--- config.mk ---
export PLATFORM = sky130hd
export DESIGN_NAME = timing_wheel_sleep_timer_core_flat
export DESIGN_NICKNAME = d
export VERILOG_FILES = /design/src/hdl/tmw_pkg.sv /design/src/hdl/tmw_ifs.sv /design/src/hdl/tmw_entry_mem.sv /design/src/hdl/tmw_slot_unit.sv /design/src/hdl/timing_wheel_sleep_timer_core.sv /design/src/flat_wrapper.sv
export SDC_FILE = /design/constraint.sdc
export NUM_CORES = 2
export LEC_CHECK = 0
export ABC_CLOCK_PERIOD_IN_PS = 9500
export BUFFER_PORTS_ARGS = -buffer_cell sky130_fd_sc_hd__buf_2
export CORE_ASPECT_RATIO = 1.5
export CORE_MARGIN = 2
export CORE_UTILIZATION = 57
export DETAILED_ROUTE_END_ITERATION = 8
export PLACE_DENSITY = 0.76
export SLEW_MARGIN = 20
export SYNTH_ARGS = -nofsm -noshare
export SYNTH_HDL_FRONTEND = slang
export SYNTH_SLANG_ARGS = --single-unit
export TNS_END_PERCENT = 10
--- constraint.sdc ---
create_clock -name clk -period 9.5 [get_ports clk]
set_input_delay 0.95 -clock clk [delete_from_list [all_inputs] [get_ports clk]]
set_output_delay 0.95 -clock clk [all_outputs]
set_load 0.01 [all_outputs]
--- src/hdl/tmw_pkg.sv ---
// Shared types, widths and codes of the timing wheel sleep timer.
package tmw_pkg;

  // Field widths of the channels and of the entry store.
  localparam int ID_W    = 8;
  localparam int DELAY_W = 32;
  localparam int TICK_W  = 63;
  localparam int WAKE_W  = 64;
  localparam int ORDER_W = 32;

  // Default geometry.
  localparam int WHEEL_SLOTS_DEF = 32;
  localparam int MAX_TIMERS_DEF  = 16;

  // Request codes.
  localparam logic FUNC_ADD  = 1'b0;
  localparam logic FUNC_TICK = 1'b1;

  // Result status codes.
  typedef enum logic [2:0] {
    STAT_ADDED   = 3'd0,
    STAT_IGNORED = 3'd1,
    STAT_FULL    = 3'd2,
    STAT_WOKEN   = 3'd3,
    STAT_NONE    = 3'd4
  } status_t;

endpackage

--- src/hdl/tmw_ifs.sv ---
// Valid/ready channel interfaces for requests and results.
interface tmw_in_if;
  import tmw_pkg::*;
  logic               valid;
  logic               ready;
  logic               func;
  logic [ID_W-1:0]    sleeper_id;
  logic signed [DELAY_W-1:0] delay_ticks;
  modport source (output valid, func, sleeper_id, delay_ticks, input ready);
  modport sink   (input valid, func, sleeper_id, delay_ticks, output ready);
endinterface

interface tmw_out_if;
  import tmw_pkg::*;
  logic              valid;
  logic              ready;
  status_t           status;
  logic [ID_W-1:0]   woken_id;
  logic [TICK_W-1:0] tick_count;
  logic              last;
  modport source (output valid, status, woken_id, tick_count, last, input ready);
  modport sink   (input valid, status, woken_id, tick_count, last, output ready);
endinterface

--- src/hdl/tmw_entry_mem.sv ---
// Entry store: one write port and one registered read port.
module tmw_entry_mem #(
  parameter int DEPTH  = 16,
  parameter int DATA_W = 109,
  parameter int ADDR_W = 4
) (
  input  logic              clk,
  input  logic              wr_en,
  input  logic [ADDR_W-1:0] wr_addr,
  input  logic [DATA_W-1:0] wr_data,
  input  logic              rd_en,
  input  logic [ADDR_W-1:0] rd_addr,
  output logic [DATA_W-1:0] rd_data
);

  logic [DATA_W-1:0] mem [DEPTH];
  logic [DATA_W-1:0] rd_data_r;

  // Write port.
  always_ff @(posedge clk) begin
    if (wr_en) begin
      mem[wr_addr] <= wr_data;
    end
  end

  // Registered read port.
  always_ff @(posedge clk) begin
    if (rd_en) begin
      rd_data_r <= mem[rd_addr];
    end
  end

  assign rd_data = rd_data_r;

endmodule

--- src/hdl/tmw_slot_unit.sv ---
// Pipelined remainder unit that maps a delay and the hand to a wheel slot.
module tmw_slot_unit #(
  parameter int WHEEL_SLOTS = 32,
  parameter int SLOT_W      = 5
) (
  input  logic                            clk,
  input  logic                            rst_n,
  input  logic                            start,
  input  logic [tmw_pkg::DELAY_W-2:0]     delay,
  input  logic [SLOT_W-1:0]               hand,
  output logic                            done,
  output logic [SLOT_W-1:0]               slot
);
  import tmw_pkg::*;

  localparam int BITS = DELAY_W - 1;
  // Reciprocal of the wheel size scaled by 2^BITS. The quotient it yields is the
  // true quotient or one below it, so one conditional subtract finishes the remainder.
  localparam logic [BITS-1:0]   RECIP = BITS'((64'd1 << BITS) / WHEEL_SLOTS);
  localparam logic [BITS-1:0]   W_B   = BITS'(WHEEL_SLOTS);
  localparam logic [SLOT_W:0]   W_R   = (SLOT_W+1)'(WHEEL_SLOTS);
  localparam logic [SLOT_W+1:0] W_X   = (SLOT_W+2)'(WHEEL_SLOTS);
  localparam logic [SLOT_W+1:0] W2_X  = (SLOT_W+2)'(2 * WHEEL_SLOTS);
  localparam logic [SLOT_W+1:0] WM1_X = (SLOT_W+2)'(WHEEL_SLOTS - 1);

  logic              s1_r;
  logic              s2_r;
  logic              s3_r;
  logic [BITS-1:0]   d_r;
  logic [2*BITS-1:0] prod_r;
  logic [SLOT_W:0]   rem2_r;
  logic              done_r;
  logic [SLOT_W-1:0] slot_r;

  logic [BITS-1:0]   quo;
  logic [BITS-1:0]   back;
  logic [BITS-1:0]   diff;
  logic [SLOT_W-1:0] rem;
  logic [SLOT_W+1:0] sum;
  logic [SLOT_W+1:0] sum_red;

  // Quotient estimate and the remainder before its final correction, below twice the size.
  always_comb begin
    quo  = prod_r[2*BITS-1:BITS];
    back = quo * W_B;
    diff = d_r - back;
  end

  // Final correction, then the slot is (remainder + hand - 1) modulo the wheel size.
  always_comb begin
    if (rem2_r >= W_R) begin
      rem = SLOT_W'(rem2_r - W_R);
    end else begin
      rem = rem2_r[SLOT_W-1:0];
    end
    sum = {2'b00, rem} + {2'b00, hand} + WM1_X;
    if (sum >= W2_X) begin
      sum_red = sum - W2_X;
    end else if (sum >= W_X) begin
      sum_red = sum - W_X;
    end else begin
      sum_red = sum;
    end
  end

  // Three stages: reciprocal multiply, multiply back and subtract, correct and add the hand.
  always_ff @(posedge clk) begin
    if (!rst_n) begin
      s1_r   <= 1'b0;
      s2_r   <= 1'b0;
      s3_r   <= 1'b0;
      done_r <= 1'b0;
    end else begin
      s1_r   <= start;
      s2_r   <= s1_r;
      s3_r   <= s2_r;
      done_r <= s3_r;
      if (start) begin
        d_r <= delay;
      end
      if (s1_r) begin
        prod_r <= (2*BITS)'(d_r) * (2*BITS)'(RECIP);
      end
      if (s2_r) begin
        rem2_r <= diff[SLOT_W:0];
      end
      if (s3_r) begin
        slot_r <= sum_red[SLOT_W-1:0];
      end
    end
  end

  assign done = done_r;
  assign slot = slot_r;

endmodule

--- src/hdl/timing_wheel_sleep_timer_core.sv ---
// Top level of the timing wheel sleep timer: control sequencer and entry state.
//
//   Channel  | Dir | Handshake     | Payload
//   in_ch    | in  | valid / ready | func, sleeper_id, delay_ticks
//   out_ch   | out | valid / ready | status, woken_id, tick_count, last
//
// An accepted add passes through the pipelined slot unit, then writes the entry, then
// loads the output register. An ignored or rejected add goes straight to the output
// register. A tick makes one full pass over the entry memory per woken sleeper plus one
// final pass, through its single read port. Reset is synchronous and clears the tick
// count, hand, insert sequence and entry valid bits at once. A new request is taken
// while the last result still waits in the output register; a stalled output
// holds the sequencer before its next result.
module timing_wheel_sleep_timer_core #(
  parameter int WHEEL_SLOTS = tmw_pkg::WHEEL_SLOTS_DEF,
  parameter int MAX_TIMERS  = tmw_pkg::MAX_TIMERS_DEF
) (
  input  logic       clk,
  input  logic       rst_n,
  tmw_in_if.sink     in_ch,
  tmw_out_if.source  out_ch
);
  import tmw_pkg::*;

  localparam int SLOT_W = $clog2(WHEEL_SLOTS);
  localparam int IDX_W  = (MAX_TIMERS > 1) ? $clog2(MAX_TIMERS) : 1;
  localparam int CNT_W  = $clog2(MAX_TIMERS + 1);
  localparam int DATA_W = SLOT_W + WAKE_W + ID_W + ORDER_W;
  localparam logic [CNT_W-1:0]  CNT_END  = CNT_W'(MAX_TIMERS);
  localparam logic [SLOT_W-1:0] HAND_TOP = SLOT_W'(WHEEL_SLOTS - 1);

  typedef enum logic [1:0] {
    ST_IDLE,
    ST_ADD_MOD,
    ST_SCAN,
    ST_EMIT
  } state_t;

  state_t               state_r;
  logic [TICK_W-1:0]    now_r;
  logic [SLOT_W-1:0]    hand_r;
  logic [ORDER_W-1:0]   seq_r;
  logic [MAX_TIMERS-1:0] valid_r;
  logic [DELAY_W-2:0]   d_r;
  logic [ID_W-1:0]      id_r;
  logic [IDX_W-1:0]     free_idx_r;
  logic [CNT_W-1:0]     scan_cnt_r;
  logic                 rd_pend_r;
  logic [IDX_W-1:0]     rd_idx_r;
  logic                 best_vld_r;
  logic [IDX_W-1:0]     best_idx_r;
  logic [WAKE_W-1:0]    best_wake_r;
  logic [ORDER_W-1:0]   best_age_r;
  logic [ID_W-1:0]      best_id_r;
  logic                 pend_vld_r;
  logic [ID_W-1:0]      pend_id_r;
  status_t              res_status_r;
  logic [ID_W-1:0]      res_id_r;
  logic                 res_last_r;
  logic                 ret_scan_r;
  logic                 out_valid_r;
  status_t              out_status_r;
  logic [ID_W-1:0]      out_id_r;
  logic [TICK_W-1:0]    out_tick_r;
  logic                 out_last_r;

  logic                 in_fire;
  logic                 add_ok;
  logic                 table_full;
  logic [IDX_W-1:0]     free_idx;
  logic                 slot_start;
  logic                 slot_done;
  logic [SLOT_W-1:0]    slot_val;
  logic                 wr_en;
  logic [DATA_W-1:0]    wr_data;
  logic                 rd_en;
  logic [DATA_W-1:0]    rd_data;
  logic [SLOT_W-1:0]    rd_slot;
  logic [WAKE_W-1:0]    rd_wake;
  logic [ID_W-1:0]      rd_id;
  logic [ORDER_W-1:0]   rd_order;
  logic [ORDER_W-1:0]   rd_age;
  logic                 hit;
  logic                 better;
  logic                 scan_end;
  logic                 out_free;

  // Request acceptance and add qualification.
  assign in_ch.ready = (state_r == ST_IDLE);
  assign in_fire     = in_ch.valid && in_ch.ready;
  assign add_ok      = (in_ch.delay_ticks != '0) && !in_ch.delay_ticks[DELAY_W-1];
  assign table_full  = &valid_r;
  assign slot_start  = in_fire && (in_ch.func == FUNC_ADD) && add_ok && !table_full;

  // Lowest free entry.
  always_comb begin
    free_idx = '0;
    for (int i = MAX_TIMERS - 1; i >= 0; i--) begin
      if (!valid_r[i]) begin
        free_idx = IDX_W'(i);
      end
    end
  end

  tmw_slot_unit #(
    .WHEEL_SLOTS (WHEEL_SLOTS),
    .SLOT_W      (SLOT_W)
  ) u_slot (
    .clk   (clk),
    .rst_n (rst_n),
    .start (slot_start),
    .delay (in_ch.delay_ticks[DELAY_W-2:0]),
    .hand  (hand_r),
    .done  (slot_done),
    .slot  (slot_val)
  );

  // Entry write when the slot is known.
  assign wr_en   = (state_r == ST_ADD_MOD) && slot_done;
  assign wr_data = {slot_val, {1'b0, now_r} + {{(WAKE_W-DELAY_W+1){1'b0}}, d_r}, id_r, seq_r};

  // Scan reads entries in index order.
  assign rd_en = (state_r == ST_SCAN) && (scan_cnt_r < CNT_END);

  tmw_entry_mem #(
    .DEPTH  (MAX_TIMERS),
    .DATA_W (DATA_W),
    .ADDR_W (IDX_W)
  ) u_mem (
    .clk     (clk),
    .wr_en   (wr_en),
    .wr_addr (free_idx_r),
    .wr_data (wr_data),
    .rd_en   (rd_en),
    .rd_addr (scan_cnt_r[IDX_W-1:0]),
    .rd_data (rd_data)
  );

  assign {rd_slot, rd_wake, rd_id, rd_order} = rd_data;
  assign rd_age = seq_r - rd_order;

  // Due entry in the slot under the hand, and whether it outranks the best so far.
  assign hit = rd_pend_r && valid_r[rd_idx_r] && (rd_slot == hand_r) &&
               (rd_wake <= {1'b0, now_r});
  assign better = !best_vld_r || (rd_wake < best_wake_r) ||
                  ((rd_wake == best_wake_r) && (rd_age > best_age_r));
  assign scan_end = (state_r == ST_SCAN) && (scan_cnt_r == CNT_END) && !rd_pend_r;
  assign out_free = !out_valid_r || out_ch.ready;

  // Sequencer, entry state and output register.
  always_ff @(posedge clk) begin
    if (!rst_n) begin
      state_r     <= ST_IDLE;
      now_r       <= '0;
      hand_r      <= '0;
      seq_r       <= '0;
      valid_r     <= '0;
      rd_pend_r   <= 1'b0;
      best_vld_r  <= 1'b0;
      pend_vld_r  <= 1'b0;
      out_valid_r <= 1'b0;
    end else begin
      if (out_valid_r && out_ch.ready) begin
        out_valid_r <= 1'b0;
      end
      rd_pend_r <= rd_en;
      rd_idx_r  <= scan_cnt_r[IDX_W-1:0];
      if (rd_en) begin
        scan_cnt_r <= scan_cnt_r + 1'b1;
      end
      if (hit && better) begin
        best_vld_r  <= 1'b1;
        best_idx_r  <= rd_idx_r;
        best_wake_r <= rd_wake;
        best_age_r  <= rd_age;
        best_id_r   <= rd_id;
      end

      unique case (state_r)
        ST_IDLE: begin
          if (in_fire) begin
            d_r        <= in_ch.delay_ticks[DELAY_W-2:0];
            id_r       <= in_ch.sleeper_id;
            free_idx_r <= free_idx;
            res_id_r   <= '0;
            res_last_r <= 1'b1;
            ret_scan_r <= 1'b0;
            if (in_ch.func == FUNC_TICK) begin
              now_r      <= now_r + 1'b1;
              scan_cnt_r <= '0;
              best_vld_r <= 1'b0;
              pend_vld_r <= 1'b0;
              state_r    <= ST_SCAN;
            end else if (!add_ok) begin
              res_status_r <= STAT_IGNORED;
              state_r      <= ST_EMIT;
            end else if (table_full) begin
              res_status_r <= STAT_FULL;
              state_r      <= ST_EMIT;
            end else begin
              state_r <= ST_ADD_MOD;
            end
          end
        end
        ST_ADD_MOD: begin
          if (slot_done) begin
            valid_r[free_idx_r] <= 1'b1;
            seq_r               <= seq_r + 1'b1;
            res_status_r        <= STAT_ADDED;
            state_r             <= ST_EMIT;
          end
        end
        ST_SCAN: begin
          if (scan_end) begin
            if (best_vld_r) begin
              valid_r[best_idx_r] <= 1'b0;
              pend_vld_r          <= 1'b1;
              pend_id_r           <= best_id_r;
              best_vld_r          <= 1'b0;
              if (pend_vld_r) begin
                // The earlier sleeper is not the final one of this tick.
                res_status_r <= STAT_WOKEN;
                res_id_r     <= pend_id_r;
                res_last_r   <= 1'b0;
                ret_scan_r   <= 1'b1;
                state_r      <= ST_EMIT;
              end else begin
                scan_cnt_r <= '0;
              end
            end else begin
              res_status_r <= pend_vld_r ? STAT_WOKEN : STAT_NONE;
              res_id_r     <= pend_vld_r ? pend_id_r : '0;
              res_last_r   <= 1'b1;
              ret_scan_r   <= 1'b0;
              pend_vld_r   <= 1'b0;
              hand_r       <= (hand_r == HAND_TOP) ? '0 : hand_r + 1'b1;
              state_r      <= ST_EMIT;
            end
          end
        end
        ST_EMIT: begin
          if (out_free) begin
            out_valid_r  <= 1'b1;
            out_status_r <= res_status_r;
            out_id_r     <= res_id_r;
            out_tick_r   <= now_r;
            out_last_r   <= res_last_r;
            if (ret_scan_r) begin
              scan_cnt_r <= '0;
              best_vld_r <= 1'b0;
              state_r    <= ST_SCAN;
            end else begin
              state_r <= ST_IDLE;
            end
          end
        end
        default: begin
          state_r <= ST_IDLE;
        end
      endcase
    end
  end

  assign out_ch.valid      = out_valid_r;
  assign out_ch.status     = out_status_r;
  assign out_ch.woken_id   = out_id_r;
  assign out_ch.tick_count = out_tick_r;
  assign out_ch.last       = out_last_r;

  // A new entry is only ever written into a free place.
  a_write_free: assert property (@(posedge clk) disable iff (!rst_n)
    wr_en |-> !valid_r[free_idx_r])
    else $error("entry write hits a live entry");

  // The written entry becomes live in the next cycle.
  a_write_sets_valid: assert property (@(posedge clk) disable iff (!rst_n)
    wr_en |=> valid_r[$past(free_idx_r)])
    else $error("written entry not marked valid");

  // A woken sleeper leaves the table when its scan ends.
  a_wake_clears: assert property (@(posedge clk) disable iff (!rst_n)
    (scan_end && best_vld_r) |=> !valid_r[$past(best_idx_r)])
    else $error("woken entry still valid");

  // Scan reads never go past the table.
  a_read_range: assert property (@(posedge clk) disable iff (!rst_n)
    rd_en |-> (scan_cnt_r < CNT_END))
    else $error("entry read beyond table");

  // Only a woken sleeper may be followed by more results of the same request.
  a_not_last_woken: assert property (@(posedge clk) disable iff (!rst_n)
    (out_valid_r && !out_last_r) |-> (out_status_r == STAT_WOKEN))
    else $error("non-final result that is not a wake");

endmodule

--- src/flat_wrapper.sv ---
// flat-port wrapper written by rule: the top's interface ports become plain ports
module timing_wheel_sleep_timer_core_flat import tmw_pkg::*;
#(
  parameter int WHEEL_SLOTS = tmw_pkg::WHEEL_SLOTS_DEF,
  parameter int MAX_TIMERS  = tmw_pkg::MAX_TIMERS_DEF
)
  (clk, rst_n, in_ch_valid, in_ch_func, in_ch_sleeper_id, in_ch_delay_ticks, in_ch_ready, out_ch_valid, out_ch_status, out_ch_woken_id, out_ch_tick_count, out_ch_last, out_ch_ready);
  tmw_in_if in_ch_i ();
  tmw_out_if out_ch_i ();
  input  logic clk;
  input  logic rst_n;
  input wire logic [$bits(in_ch_i.valid)-1:0] in_ch_valid;
  input wire logic [$bits(in_ch_i.func)-1:0] in_ch_func;
  input wire logic [$bits(in_ch_i.sleeper_id)-1:0] in_ch_sleeper_id;
  input wire logic [$bits(in_ch_i.delay_ticks)-1:0] in_ch_delay_ticks;
  output wire logic [$bits(in_ch_i.ready)-1:0] in_ch_ready;
  output wire logic [$bits(out_ch_i.valid)-1:0] out_ch_valid;
  output wire logic [$bits(out_ch_i.status)-1:0] out_ch_status;
  output wire logic [$bits(out_ch_i.woken_id)-1:0] out_ch_woken_id;
  output wire logic [$bits(out_ch_i.tick_count)-1:0] out_ch_tick_count;
  output wire logic [$bits(out_ch_i.last)-1:0] out_ch_last;
  input wire logic [$bits(out_ch_i.ready)-1:0] out_ch_ready;
  assign in_ch_i.valid = in_ch_valid;
  assign in_ch_i.func = in_ch_func;
  assign in_ch_i.sleeper_id = in_ch_sleeper_id;
  assign in_ch_i.delay_ticks = in_ch_delay_ticks;
  assign in_ch_ready = in_ch_i.ready;
  assign out_ch_valid = out_ch_i.valid;
  assign out_ch_status = out_ch_i.status;
  assign out_ch_woken_id = out_ch_i.woken_id;
  assign out_ch_tick_count = out_ch_i.tick_count;
  assign out_ch_last = out_ch_i.last;
  assign out_ch_i.ready = out_ch_ready;
  timing_wheel_sleep_timer_core #(.WHEEL_SLOTS(WHEEL_SLOTS), .MAX_TIMERS(MAX_TIMERS)) u_core (.clk(clk), .rst_n(rst_n), .in_ch(in_ch_i), .out_ch(out_ch_i));
endmodule
==> metrics.txt <==
run status=finished clean; number of global-route vias before repair=52.0k; CP max FO=64; number of sinks driven by the clock tree=2250; pre-CTS setup slack=2.75 ns; Crit. End Element=register; height of the chip=496 um; critical path required time=9.95 ns; post-synthesis instance area=0.0919 mm^2; met2 wire length=110000 um; routed vias=51.4k; period utilization=72.4%; area of the core region=0.160 mm^2; arrival time at the worst endpoint=7.32 ns; post-synthesis sequential element count=2250; number of pins with negative max-slew slack in the final report=0; slowest stage cell, crit path=buf_4; share of synthesized flip-flops with an asynchronous set or reset=0%; Cell variety after synth=78; startpoint of the most critical register-to-register path=u_core.seq_r[0]; HPWL after DPL=118000 um; number of setup buffers added after CTS=0; Setup crit start=u_core.seq_r[0]; Setup CP Type=register to register; Lkg Pwr=35.8 nW; number of H-tree levels=4; family with the most delay on the worst path=compound AO/OA/AOI/OAI gates; final RePlAce weighted congestion=0.900; HP Start=in_ch_sleeper_id[7]; Fin Clk Skew=0.0366 ns; first-pass detailed-route iteration total=6; DR WL/cell=28.2 um; Ys Warns=0; post-CTS clock slew at the launch and capture registers of the worst setup and hold paths=0.07 ns; number of max-cap violations=0; crit-path cells=inv_1 > ha_1 > inv_1 > fa_1 > a211oi_1 > o21bai_1 > a21o_1 > o211a_1 > o311ai_0 > o21bai_1 > a221oi_1 > xnor2_1 > ha_1 > nand4_1 > nor3_1 > nand2_1 > o221ai_1 > nand2_1 > a21oi_4 > buf_4; root buffer cell=clkbuf_16; final setup vio count=0; overall track demand over capacity in global routing=27.1%; fraction of final layout cells with drive strength greater than 1=16.0%; antenna violations before repair=8; worst min-delay path category=primary input to register; fill cell count=10.9k; count of nets after finishing=5966; average instance area after synthesis=16.7 um^2; met3 wirelength from detailed routing=19800 um; Die X=332 um; Avg Vias per Cell=6.48; post-route antenna net violation count=0; clock tree buffer depth=3; met1 routed wirelength after detailed routing=86400 um; highest routing layer actually used=met5; DRC violations left=0; hold buffers post-CTS=0; routed wire length=224000 um; time the final worst path needs with I/O delays and setup=6.87 ns; number of buffer and inverter stages on the critical path=3; predominant post-synthesis flop cell=edfxtp_1; delay contributed by the slowest stage of the critical path=0.85 ns; cts repair resizes=0; Setup WS post-layout=2.63 ns; Die Outline Area=0.165 mm^2; Std-Cell Rows=180; initial standard-cell utilization of the core=57.3%; Peak Freq=145 MHz; maximum number of pins on one net before global-route repair=126; worst rel slew slack=20.0%; IO Pins=122; RSZ-0062 raised after global routing=false; global-route wire length before repair=329000 um; layout overhead on the synthesized area=11.1%; total CTS buffers=194; CTS tree=yes; number of synthesized flops with an enable pin=2124; Worst setup SP type=register; transition time at the pin with the least slew margin=1.19 ns; clk_lat worst skew=0.84 ns; PortBufs=121; Max VDD drop=0.000290 V; Final Hold Vio Count=0; cell count after synthesis=5507; violation count after the first detailed-route iteration=6024; Seq/Total Area, Yosys=72.1%; global route overflow=0; pwr/cell area=244 mW/mm^2; final sum of negative setup slack=0 ns; number of nets in the synthesized netlist=5793
-- placed cells by master (no fill, tap or decap), types with 185 or more instances in the layout --
cell,n
nor2_1,185
mux4_2,223
ha_1,238
edfxtp_1,2124
clkbuf_16,198
a21oi_1,233
o21ai_0,296
mux2i_1,331
nand2_1,220
inv_1,237
-- sequential cells by signal (all words and copies together) (netlist names), 8 cells and up --
register and cells:
u_core.pend_id_r 8, u_core.out_ch.tick_count 63, u_core.now_r 63, u_core.seq_r 32, u_core.res_id_r 8, u_core.u_mem.mem 1744, u_core.best_age_r 32, u_core.best_wake_r 64
u_core.u_mem.rd_data 109, u_core.valid_r 16, u_core.best_id_r 8, u_core.out_ch.woken_id 8, u_core.id_r 8, u_core.d_r 31
-- path summary, 6_finish.rpt --
check	end	slack, ns	cells after the start
setup / recovery	u_core.best_wake_r[14]	2.63	20
hold / removal	u_core.id_r[7]	0.29	1
setup reg to reg	u_core.best_wake_r[14]	2.63	20
hold reg to reg	u_core.best_id_r[5]	0.42	0
-- per-layer routing --
| metal | GRT usage (%) | up-vias |
|---|---|---|
| met5 | 0 | - |
| met4 | 9.53 | 6 |
| met2 | 45.5 | 2584 |
| met1 | 36.4 | 26400 |
| met3 | 4.18 | 459 |
| li1 | - | 22000 |
-- area by class of cell --
cell class	count	area [um^2]	area share, %
antenna	3	7.51	0.00735
inverter	240	903	0.884
multi-input combinational	2800	24400	23.9
tap	2093	2620	2.56
clock inverter	134	1430	1.40
clock buffer	226	5130	5.02
timing repair buffer	194	1350	1.32
sequential	2250	66300	64.9
-- report_power, final --
part | total, mW | switching [mW] | internal [mW]
clock network | 8.14 | 3.57 | 4.57
registers | 11.4 | 0.199 | 11.2
logic | 5.32 | 3.15 | 2.17
-- metrics by stage --
step	area (um^2)	instances	hold WS [ns]	power [mW]	utilization, %
2_1_floorplan	92000	5507	0.400	15.4	-
3_3_place_gp	95300	7577	0.404	16.8	59.4
3_5_place_dp	95300	7577	0.405	16.9	59.4
4_1_cts	102000	7937	0.241	25.0	63.5
5_1_grt	102000	7938	0.270	25.7	63.7
6_report	102000	7940	0.292	24.9	63.7
-- synth_stat cells (all sizes together) (30+ instances only) --
cell,number,area (um^2)
a21oi,234,1170
mux4,223,5020
a221oi,112,981
nor2,202,761
nand2,223,840
xor2,43,377
buf,47,190
xnor2,134,1170
nand3,64,333
mux2i,331,3310
o21ai,300,1510
a21o,83,623
nor3,32,165
edfxtp,2124,63800
mux2,109,1230
clkbuf,170,641
ha,238,2980
and2,30,188
a22oi,111,833
inv,238,893
dfxtp,126,2520
nand4,76,488
-- kinds of logic (layout without fill, tap and decap cells) --
logic type | after synthesis | count (layout) | share of synthesized area [%]
flops | 2250 | 2250 | 72.1
compound gates | 951 | 951 | 6.51
simple gates | 768 | 768 | 4.10
mux | 663 | 663 | 10.4
buf+inv | 457 | 794 | 1.88
fa+ha+maj | 241 | 241 | 3.30
xor+xnor | 177 | 177 | 1.69
other cells | 0 | 3 | 0
No activity file was read; power rests on OpenSTA's default activity.
